$ cat src/hw/rtl/olfb_pkg.sv
// Shared types and constants for the ordered list block.
package olfb_pkg;

  localparam int CAPACITY = 16;
  localparam int VAL_W    = 32;
  localparam int CNT_W    = $clog2(CAPACITY + 1);

  typedef enum logic [1:0] {
    ACT_END    = 2'd0,
    ACT_FRONT  = 2'd1,
    ACT_DELETE = 2'd2,
    ACT_LIST   = 2'd3
  } action_t;

  typedef enum logic [1:0] {
    ST_DONE      = 2'd0,
    ST_NOT_FOUND = 2'd1,
    ST_FULL      = 2'd2,
    ST_EMPTY     = 2'd3
  } status_t;

  typedef enum logic [2:0] {
    CMD_HOLD,
    CMD_LOAD,
    CMD_FROM_LEFT,
    CMD_FROM_RIGHT,
    CMD_FROM_HEAD,
    CMD_DELETE
  } cell_cmd_t;

  typedef enum logic {
    S_IDLE,
    S_LIST
  } state_t;

  typedef struct packed {
    cell_cmd_t cmd;
    logic      valid;
  } cell_ctrl_t;

endpackage

$ cat src/hw/rtl/olfb_cell.sv
// One list cell: holds an entry, compares it and moves it along the chain.
module olfb_cell (
  input  logic                      clk,
  input  olfb_pkg::cell_ctrl_t      ctrl,
  input  logic [olfb_pkg::VAL_W-1:0] new_val,
  input  logic [olfb_pkg::VAL_W-1:0] left_val,
  input  logic [olfb_pkg::VAL_W-1:0] right_val,
  input  logic [olfb_pkg::VAL_W-1:0] head_val,
  input  logic                      found_in,
  output logic                      found_out,
  output logic [olfb_pkg::VAL_W-1:0] val
);
  import olfb_pkg::*;

  logic [VAL_W-1:0] val_r;
  logic [VAL_W-1:0] val_nxt;

  // first match at or ahead of this cell pulls the rest of the list forward
  assign found_out = found_in | (ctrl.valid & (val_r == new_val));
  assign val       = val_r;

  always_comb begin
    case (ctrl.cmd)
      CMD_LOAD:       val_nxt = new_val;
      CMD_FROM_LEFT:  val_nxt = left_val;
      CMD_FROM_RIGHT: val_nxt = right_val;
      CMD_FROM_HEAD:  val_nxt = head_val;
      CMD_DELETE:     val_nxt = found_out ? right_val : val_r;
      default:        val_nxt = val_r;
    endcase
  end

  always_ff @(posedge clk) begin
    val_r <= val_nxt;
  end

endmodule

$ cat src/hw/rtl/ordered_list_front_back_delete_top.sv
// Top level of the ordered list: control sequencer, cell chain and result register.
//
// Keeps an ordered list of up to 16 signed 32-bit entries in a chain of cells.
// Input requests (in_*): in_tuser carries the action (insert at end, insert at
// front, delete first match, list out), in_tdata the value. Results (out_*):
// out_tuser is the status, out_tdata the emitted entry and the entry count,
// out_tlast marks the final result of a request.
// For insert and delete all cells compare and shift at once, and the single
// result appears in the output register on the next cycle.
// List out, once accepted, emits one entry per cycle while the output
// register is free (one result if empty): the chain rotates by one cell
// per result, the head cell feeding the output register and moving to the
// tail, so after N steps the list is back in order. The next request is
// accepted once the final result is registered and the output register is
// free or being drained.
// When the receiver holds out_tready low the output register holds its
// result and the chain pauses; in_tready stays low meanwhile.
// Reset empties the list and clears the output valid flag; entry contents
// need no clearing since only held entries are ever read.
module ordered_list_front_back_delete_top (
  input  logic        clk,
  input  logic        rst_n,
  input  logic        in_tvalid,
  output logic        in_tready,
  input  logic [31:0] in_tdata,   // [31:0] item_value
  input  logic [1:0]  in_tuser,   // [1:0] action
  output logic        out_tvalid,
  input  logic        out_tready,
  output logic [39:0] out_tdata,  // [31:0] entry_value, [36:32] entry_count, rest zero
  output logic [1:0]  out_tuser,  // [1:0] status
  output logic        out_tlast   // last_of_run
);
  import olfb_pkg::*;

  state_t           state_r, state_nxt;
  logic [CNT_W-1:0] fill_r, fill_nxt;
  logic [CNT_W-1:0] cnt_r, cnt_nxt;

  logic             out_valid_r, out_valid_nxt;
  status_t          out_status_r, out_status_nxt;
  logic [VAL_W-1:0] out_value_r, out_value_nxt;
  logic             out_last_r, out_last_nxt;
  logic [CNT_W-1:0] out_count_r, out_count_nxt;

  cell_ctrl_t       ctrl [CAPACITY];
  logic [VAL_W-1:0] cell_val [CAPACITY];
  logic [CAPACITY:0] found_chain;

  action_t          act;
  logic             out_free;
  logic             accept;
  logic             emit;
  logic             full;
  logic             last_step;

  assign act       = action_t'(in_tuser);
  assign out_free  = !out_valid_r || out_tready;
  assign in_tready = (state_r == S_IDLE) && out_free;
  assign accept    = in_tvalid && in_tready;
  assign emit      = (state_r == S_LIST) && out_free;
  assign full      = (fill_r == CNT_W'(CAPACITY));
  assign last_step = (cnt_r == fill_r - CNT_W'(1));

  assign found_chain[0] = 1'b0;

  for (genvar g = 0; g < CAPACITY; g++) begin : g_cell
    olfb_cell u_cell (
      .clk       (clk),
      .ctrl      (ctrl[g]),
      .new_val   (in_tdata),
      .left_val  (cell_val[(g == 0) ? 0 : g - 1]),
      .right_val (cell_val[(g == CAPACITY - 1) ? g : g + 1]),
      .head_val  (cell_val[0]),
      .found_in  (found_chain[g]),
      .found_out (found_chain[g + 1]),
      .val       (cell_val[g])
    );
  end

  // next state
  always_comb begin
    state_nxt = state_r;
    case (state_r)
      S_IDLE: begin
        if (accept && act == ACT_LIST && fill_r != '0) state_nxt = S_LIST;
      end
      S_LIST: begin
        if (emit && last_step) state_nxt = S_IDLE;
      end
      default: state_nxt = S_IDLE;
    endcase
  end

  // cell commands and result
  always_comb begin
    fill_nxt       = fill_r;
    cnt_nxt        = cnt_r;
    out_valid_nxt  = out_valid_r && !out_tready;
    out_status_nxt = out_status_r;
    out_value_nxt  = out_value_r;
    out_last_nxt   = out_last_r;
    out_count_nxt  = out_count_r;
    for (int i = 0; i < CAPACITY; i++) begin
      ctrl[i].valid = (CNT_W'(i) < fill_r);
      ctrl[i].cmd   = CMD_HOLD;
    end

    if (accept) begin
      out_valid_nxt  = 1'b1;
      out_status_nxt = ST_DONE;
      out_value_nxt  = '0;
      out_last_nxt   = 1'b1;
      cnt_nxt        = '0;
      case (act)
        ACT_END, ACT_FRONT: begin
          if (full) begin
            out_status_nxt = ST_FULL;
          end else begin
            fill_nxt = fill_r + CNT_W'(1);
            for (int i = 0; i < CAPACITY; i++) begin
              if (act == ACT_END) begin
                if (CNT_W'(i) == fill_r) ctrl[i].cmd = CMD_LOAD;
              end else begin
                ctrl[i].cmd = (i == 0) ? CMD_LOAD : CMD_FROM_LEFT;
              end
            end
          end
        end
        ACT_DELETE: begin
          for (int i = 0; i < CAPACITY; i++) ctrl[i].cmd = CMD_DELETE;
          if (found_chain[CAPACITY]) begin
            fill_nxt = fill_r - CNT_W'(1);
          end else begin
            out_status_nxt = ST_NOT_FOUND;
          end
        end
        default: begin
          // list out: empty list answers at once, else the sequencer streams
          if (fill_r == '0) begin
            out_status_nxt = ST_EMPTY;
          end else begin
            out_valid_nxt = 1'b0;
          end
        end
      endcase
      out_count_nxt = fill_nxt;
    end else if (emit) begin
      // hand the head to the output, rotate the held entries by one
      out_valid_nxt  = 1'b1;
      out_status_nxt = ST_DONE;
      out_value_nxt  = cell_val[0];
      out_last_nxt   = last_step;
      out_count_nxt  = fill_r;
      cnt_nxt        = cnt_r + CNT_W'(1);
      for (int i = 0; i < CAPACITY; i++) begin
        ctrl[i].cmd = (CNT_W'(i) == fill_r - CNT_W'(1)) ? CMD_FROM_HEAD : CMD_FROM_RIGHT;
      end
    end
  end

  always_ff @(posedge clk) begin
    if (!rst_n) begin
      state_r     <= S_IDLE;
      fill_r      <= '0;
      cnt_r       <= '0;
      out_valid_r <= 1'b0;
    end else begin
      state_r     <= state_nxt;
      fill_r      <= fill_nxt;
      cnt_r       <= cnt_nxt;
      out_valid_r <= out_valid_nxt;
    end
  end

  always_ff @(posedge clk) begin
    out_status_r <= out_status_nxt;
    out_value_r  <= out_value_nxt;
    out_last_r   <= out_last_nxt;
    out_count_r  <= out_count_nxt;
  end

  assign out_tvalid = out_valid_r;
  assign out_tuser  = out_status_r;
  assign out_tlast  = out_last_r;
  assign out_tdata  = {{(40 - VAL_W - CNT_W){1'b0}}, out_count_r, out_value_r};

  a_fill_bound: assert property (@(posedge clk) disable iff (!rst_n)
    fill_r <= CNT_W'(CAPACITY))
    else $error("fill count above capacity");

  a_full_refused: assert property (@(posedge clk) disable iff (!rst_n)
    (accept && (act == ACT_END || act == ACT_FRONT) && full)
      |=> (out_tvalid && out_tuser == ST_FULL && fill_r == CNT_W'(CAPACITY)))
    else $error("insert into full list not refused");

  a_list_count: assert property (@(posedge clk) disable iff (!rst_n)
    (state_r == S_LIST) |-> (cnt_r < fill_r))
    else $error("list out step beyond held entries");

  a_list_last: assert property (@(posedge clk) disable iff (!rst_n)
    (emit && last_step) |=> (out_tvalid && out_tlast && state_r == S_IDLE))
    else $error("list out did not close with last result");

endmodule

$ cat config.mk
export PLATFORM = sky130hd
export DESIGN_NAME = ordered_list_front_back_delete_top
export DESIGN_NICKNAME = d
export VERILOG_FILES = /design/src/hw/rtl/olfb_pkg.sv /design/src/hw/rtl/olfb_cell.sv /design/src/hw/rtl/ordered_list_front_back_delete_top.sv
export SDC_FILE = /design/constraint.sdc
export NUM_CORES = 2
export LEC_CHECK = 0
export BUFFER_PORTS_ARGS = -buffer_cell sky130_fd_sc_hd__buf_2
export CAP_MARGIN = 5
export CORE_UTILIZATION = 50
export CTS_BUF_LIST = sky130_fd_sc_hd__clkbuf_8
export DETAILED_ROUTE_END_ITERATION = 8
export MAX_ROUTING_LAYER = met4
export PLACE_DENSITY = 0.66
export SYNTH_ARGS = -nofsm -noshare
export SYNTH_HDL_FRONTEND = slang
export SYNTH_HIERARCHICAL = 1
export SYNTH_SLANG_ARGS = --single-unit
$ cat constraint.sdc
create_clock -name clk -period 11.45 [get_ports clk]
set_input_delay 1.145 -clock clk [delete_from_list [all_inputs] [get_ports clk]]
set_output_delay 1.145 -clock clk [all_outputs]
set_load 0.01 [all_outputs]
# Yosys cells after proc, flatten, opt, wreduce, memory -nomap -nowiden
# Index checks and enable logic that the tools add are counted.
dict set report totals {
  register_bits 564
  latchBits 0
  ramBits 0
  rom_bits 0
  input_bits 38
  wordCells 429
  memories 0
}
dict set report op_classes {
  addsub 3
  n_mul 0
  div_mod_pow 0
  order_cmp 16
  eq_ne 142
  shifts 0
  n_mux 161
  n_bitwise 33
  reduce_logical 50
}
# cell count
set op_table {}
lappend op_table {{32-bit one-hot mux with 5 select lines} 13}
lappend op_table {{32-bit == test} 16}
lappend op_table {{32-bit 2-to-1 mux} 15}
lappend op_table {{3-bit 2-to-1 mux} 80}
lappend op_table {{32-bit one-hot mux with 3 select lines} 2}
lappend op_table {{32-bit one-hot mux with 4 select lines} 1}
lappend op_table {{3-bit one-hot mux with 2 select lines} 16}
lappend op_table {{3-bit by 2-bit == test with 1-bit output, second input constant} 30}
lappend op_table {{3-bit == test, second input constant} 30}
lappend op_table {{4-bit by 5-bit == test with 1-bit output, first input constant} 16}
lappend op_table {{5-bit nonzero test} 14}
lappend op_table {{3-bit by 1-bit == test with 1-bit output, second input constant} 16}
lappend op_table {{3-bit by 5-bit == test with 1-bit output, first input constant} 8}
lappend op_table {{4-bit by 5-bit < comparator with 1-bit output, first input constant} 8}
lappend op_table {{2-bit by 1-bit inequality test with 1-bit output, second input constant} 15}
lappend op_table {{2-bit AND reduction} 15}
lappend op_table {{1-bit 2-to-1 mux} 23}
lappend op_table {{2-bit by 5-bit == test with 1-bit output, first input constant} 4}
lappend op_table {{3-bit by 5-bit < comparator with 1-bit output, first input constant} 4}
lappend op_table {{5-bit 2-to-1 mux} 4}
lappend op_table {{1-bit bitwise AND} 16}
lappend op_table {{1-bit OR} 15}
lappend op_table {{5-bit by 1-bit adder with 5-bit output, second input constant} 2}
lappend op_table {{1-bit by 5-bit == test with 1-bit output, first input constant} 2}
lappend op_table {{22 further kinds} 40}

# Depth between registers and ports, before layout
dict set report logic_depth {
  depth_word 20
  ltp_mapped 28
  ltp_nobuf 25
}

# By module
# The synthesis kept the hierarchy.
# mod instances cells_each area_each_um2 seq_area_each_um2
set modules_own_cells {}
lappend modules_own_cells {olfb_cell 16 223 2142.1 960.9}
lappend modules_own_cells {ordered_list_front_back_delete_top 1 420 3205.6 1111.1}

# Worst setup path after synthesis
# No wires, ideal clock.
dict set report synth_timing {
  kind {input-to-reg}
  start {input port in_tdata[21]}
  end {register g_cell[15].u_cell.val_r[0] (enable)}
  arrival_ps 5004
  required_time_ps 11018
  path_slack_ps 6014
  cell_stages 21
  path_cell_list {xnor2_1 -> nand4_1 -> nor4_1 -> nand4_1 -> nand2b_1 -> nand2b_1 -> nand2b_1 -> nand2b_1 -> nand2b_1 -> nand2b_1 -> nand2b_1 -> nand2b_1 -> nand2b_1 -> nand2b_1 -> nand2b_1 -> nand2b_1 -> nand2b_1 -> nand2b_1 -> nand2b_1 -> nor2_1 -> a21oi_1}
}
# item line_no
set synth_lines {}
lappend synth_lines {{start: declaration} ordered_list_front_back_delete_top.sv:25} ;# input logic [31:0] in_tdata,
lappend synth_lines {{end signal: assignment} olfb_cell.sv:34} ;# val_r <= val_nxt;
lappend synth_lines {{end: declaration} olfb_cell.sv:15} ;# logic [VAL_W-1:0] val_r;

# Worst setup path after layout
dict set report layout_timing {
  start {input port in_tdata[18]}
  end {register g_cell[14].u_cell.val_r[19] (enable)}
}
dict set report layout_via {
  elab_chain_len 18
  elab_cells_between_ends 46
  classes_between {16 x eq/ne; 29 x bitwise; 1 x reduce/logical}
}
# item line_no
set layout_lines {}
lappend layout_lines {{32-bit == test} olfb_cell.sv:19} ;# assign found_out = found_in | (ctrl.valid & (val_r == new_val));
lappend layout_lines {{1-bit bitwise AND} olfb_cell.sv:19}
lappend layout_lines {{1-bit OR (*)} olfb_cell.sv:19}
lappend layout_lines {{via found_chain[2]} ordered_list_front_back_delete_top.sv:47} ;# logic [CAPACITY:0] found_chain;
lappend layout_lines {{1-bit OR (*)} olfb_cell.sv:19}
lappend layout_lines {{via found_chain[3]} ordered_list_front_back_delete_top.sv:47}
lappend layout_lines {{1-bit OR (*)} olfb_cell.sv:19}
lappend layout_lines {{via found_chain[4]} ordered_list_front_back_delete_top.sv:47}
lappend layout_lines {{(+1 left out)} n/a}
lappend layout_lines {{via found_chain[5]} ordered_list_front_back_delete_top.sv:47}
lappend layout_lines {{(+1 left out)} n/a}
lappend layout_lines {{via found_chain[6]} ordered_list_front_back_delete_top.sv:47}
lappend layout_lines {{(+1 left out)} n/a}
lappend layout_lines {{via found_chain[7]} ordered_list_front_back_delete_top.sv:47}
lappend layout_lines {{(+1 left out)} n/a}
lappend layout_lines {{via found_chain[8]} ordered_list_front_back_delete_top.sv:47}
lappend layout_lines {{(+1 left out)} n/a}
lappend layout_lines {{via found_chain[9]} ordered_list_front_back_delete_top.sv:47}
lappend layout_lines {{(+1 left out)} n/a}
lappend layout_lines {{via found_chain[10]} ordered_list_front_back_delete_top.sv:47}
lappend layout_lines {{(+1 left out)} n/a}
lappend layout_lines {{via found_chain[11]} ordered_list_front_back_delete_top.sv:47}
lappend layout_lines {{(+1 left out)} n/a}
lappend layout_lines {{via found_chain[12]} ordered_list_front_back_delete_top.sv:47}
lappend layout_lines {{1-bit OR (*)} olfb_cell.sv:19}
lappend layout_lines {{via found_chain[13]} ordered_list_front_back_delete_top.sv:47}
lappend layout_lines {{1-bit OR (*)} olfb_cell.sv:19}
lappend layout_lines {{via found_chain[14]} ordered_list_front_back_delete_top.sv:47}
lappend layout_lines {{1-bit OR (*)} olfb_cell.sv:19}
lappend layout_lines {{2-bit by 1-bit inequality test with 1-bit output (no source line) (*)} n/a}
lappend layout_lines {{2-bit AND reduction (no source line) (*)} n/a}
lappend layout_lines {{end signal: assignment} olfb_cell.sv:34}
lappend layout_lines {{end: declaration} olfb_cell.sv:15}
# The timed path passes the listed nets; every way through them passes the cells marked *.
# A chain may end at the register's enable or synchronous reset.

==> impl_metrics.env <==
export IMPL_cp_arrival_ps=5980
export IMPL_max_freq_mhz=178
export IMPL_drc=0
export IMPL_rr_startpoint="fill_r[4]$_SDFFE_PN0N_"
export IMPL_start_util=0.504
export IMPL_cts_post_setup_buffers_inserted=0
export IMPL_io_pins=83
export IMPL_grt_pass1_wl_microns=231000
export IMPL_grt_max_degree=46
export IMPL_min_period_ps=5610
export IMPL_holdCritStartpoint="out_value_r[15]$_SDFFE_PN0P_"
export IMPL_status="finished clean"
export IMPL_finalHoldViolations=0
export IMPL_syn_to_final_growth_pct=9.14
export IMPL_root_buffer="clkbuf_8"
export IMPL_syn_area_sq_um=37500
export IMPL_power_density_nw_per_um2=169
export IMPL_yosysSeqAreaShare=0.440
export IMPL_cts_tree="yes"
export IMPL_slew_headroom=0.199
export IMPL_fp_dieH_microns=276
export IMPL_finalCoreUtilization=0.550
export IMPL_dp_hpwl_microns=107000
export IMPL_worstSetupStartpointType="primary input"
export IMPL_drtIter0Drc=7194
export IMPL_clk_latency_ps=750
export IMPL_place_gp_congestion=1.02
export IMPL_hold_path_class="reg2reg"
export IMPL_crit_fanout=32
export IMPL_synth_edf_count=519
export IMPL_async_flop_share=0
export IMPL_avgSynthCellArea_sq_um=9.40
export IMPL_ant_nets=0
export IMPL_setup_viol=0
export IMPL_drive_above_1_share=0.100
export IMPL_cts_sinks=564
export IMPL_ys_types=60
export IMPL_finalClockSkew_ps=25.6
export IMPL_cap_violations=0
export IMPL_vdd_drop_max_mv=0.0794
export IMPL_cp_required_ps=11810
export IMPL_tns_ps=0
export IMPL_worstSetupPathType="in2reg"
export IMPL_rrSetupSlack_ps=6010
export IMPL_leakage_nw=13.8
export IMPL_clockBufferDepth=3
export IMPL_num_rows=100
export IMPL_rsz0062_at_grt="false"
export IMPL_nFillCells=6838
export IMPL_overflow=0
export IMPL_drv_slew=0
export IMPL_dieWidth_microns=276
export IMPL_via_per_inst=7.20
export IMPL_first_pass_iters=7
export IMPL_final_common_cell="o21ai_1"
export IMPL_final_cell_mix="646 x o21ai_1, 519 x edfxtp_1, 476 x nand2_1"
export IMPL_rr_worst_depth=24
export IMPL_endpoint_kind="flip-flop"
export IMPL_worst_pin_slew_ps=1200
export IMPL_core_area_sq_um=74300
export IMPL_hold_path_end="out_value_r[15]$_SDFFE_PN0P_"
export IMPL_cts_buffers=101
export IMPL_fin_nets=4064
export IMPL_grt_pass1_vias=32800
export IMPL_portBuffers=79
export IMPL_yosys_warnings=6
export IMPL_hold_buffers=0
export IMPL_dieArea_sq_um=76100
export IMPL_cts_resized_gates=0
export IMPL_finalCritPeriodShare=0.490
export IMPL_gr_usage_all_layers=0.433
export IMPL_reg2reg_to="out_count_r[3]$_DFFE_PP_"
export IMPL_clk_pin_slew_ps=60
export IMPL_synth_main_ff_cell="edfxtp_1"
export IMPL_avgRoutedWirePerCell_microns=32.3
export IMPL_htree_num_levels=3
export IMPL_vias=36500
export IMPL_yosys_register_bits=564
export IMPL_holdPathStages=2
export IMPL_antenna_found_initial=1
export IMPL_syn_inst=3988
export IMPL_wl_microns=164000
==> synth_stat cells (all sizes together) (3+ instances only) <==
library cell / instances / area, sq um
o21ai: 679 / 3400
edfxtp: 519 / 15600
nand2: 476 / 1790
xnor2: 394 / 3450
o22ai: 385 / 2410
a221o: 320 / 3200
a21oi: 252 / 1260
clkbuf: 170 / 639
buf: 139 / 748
xor2: 133 / 1160
nand4: 117 / 732
nand2b: 50 / 313
nor4: 50 / 328
nor2: 46 / 175
dfxtp: 45 / 901
nor3: 38 / 201
nand3: 34 / 170
nor2b: 34 / 213
inv: 28 / 105
a21o: 20 / 150
a31oi: 19 / 140
ha: 7 / 87.6
nor3b: 4 / 52.6
a211o: 3 / 26.3
and2: 3 / 21.3
==> flip-flops by register name, indices dropped and copies added (netlist names) <==
register and count:
cnt_r 5, fill_r 5, g_cell.u_cell/val 512, out_count_r 5, out_tlast 1, out_tuser 2
out_tvalid 1, out_value_r 32, state_r 1
==> power by group <==
group	switching [W]	leakage, nW	internal (W)	total [W]
clock network	0.000933	1.08	0.000944	0.00188
logic	0.00130	7.41	0.000666	0.00196
registers	0.000408	5.33	0.00266	0.00307
total	0.00264	13.8	0.00427	0.00691
==> how the worst max path moves through the flow <==
stage	startpoint	end	slack, ps
3_3_place_gp	in_tdata[18]	g_cell[14].u_cell/val[27]$_DFFE_PP_	5360
4_1_cts	fill_r[4]$_SDFFE_PN0N_	out_count_r[3]$_DFFE_PP_	6080
5_1_grt	in_tdata[18]	g_cell[14].u_cell/val[19]$_DFFE_PP_	5570
3_5_place_dp	in_tdata[18]	g_cell[14].u_cell/val[27]$_DFFE_PP_	5340
6_report	in_tdata[18]	g_cell[14].u_cell/val[19]$_DFFE_PP_	5840
2_1_floorplan	in_tdata[21]	g_cell[15].u_cell/val[0]$_DFFE_PP_	6010
==> kinds of logic (layout without fill, tap and decap cells) <==
| logic type | Yosys count | in the layout | synth area share |
|---|---|---|---|
| AOI/OAI and AO/OA | 1689 | 1689 | 0.285 |
| and+or+nand+nor | 861 | 861 | 0.109 |
| DFF | 564 | 564 | 0.440 |
| xor gates and xnor gates | 527 | 527 | 0.123 |
| buffers and inverters | 337 | 437 | 0.0398 |
| adders and majority gates | 7 | 7 | 0.00234 |
| muxes | 2 | 2 | 0.000568 |
| other | 1 | 8 | 0.000100 |
==> final cells by class <==
class / instances / area [sq um] / area share
Multi-Input combinational cell: 3091 / 19700 / 0.481
Tap cell: 969 / 1210 / 0.0296
Antenna cell: 3 / 7.51 / 0.000184
Timing Repair Buffer: 233 / 1550 / 0.0379
Clock inverter: 69 / 397 / 0.00970
Inverter: 28 / 105 / 0.00257
Clock buffer: 107 / 1470 / 0.0360
Sequential cell: 564 / 16500 / 0.403
==> per-stage QoR <==
stage / cells / hold slack [ps] / area (sq um) / worst slack (ps) / total power, W
after global placement: 4885 / 439 / 39000 / 5360 / 0.00492
after global routing: 5063 / 469 / 40900 / 5570 / 0.00708
after CTS: 5061 / 453 / 40900 / 6080 / 0.00678
after floorplan: 3992 / 473 / 37500 / 6010 / 0.00414
final: 5064 / 451 / 40900 / 5840 / 0.00691
after detailed placement: 4885 / 445 / 39000 / 5340 / 0.00494
==> routing by layer <==
metal | track usage | part of all wire
met5 | - | 0
met4 | 0.236 | 0.062
met3 | 0.132 | 0.17
met2 | 0.560 | 0.39
met1 | 0.595 | 0.38
==> worst max-delay path: stages <==
cell and delay (ps):
buf_2 730, buf_4 420, xnor2_1 160, nand4_1 100, nor3_1 200, nand4_1 260, nand2b_1 190, nand2b_1 150
nand2b_1 160, nand2b_1 140, nand2b_1 140, nand2b_1 130, nand2b_1 140, nand2b_1 130, nand2b_1 130, nand2b_1 130
nand2b_1 160, nand2b_1 140, nand2b_1 170, nor2_1 100, a21oi_4 880
Power figures use the tool's default switching activity.
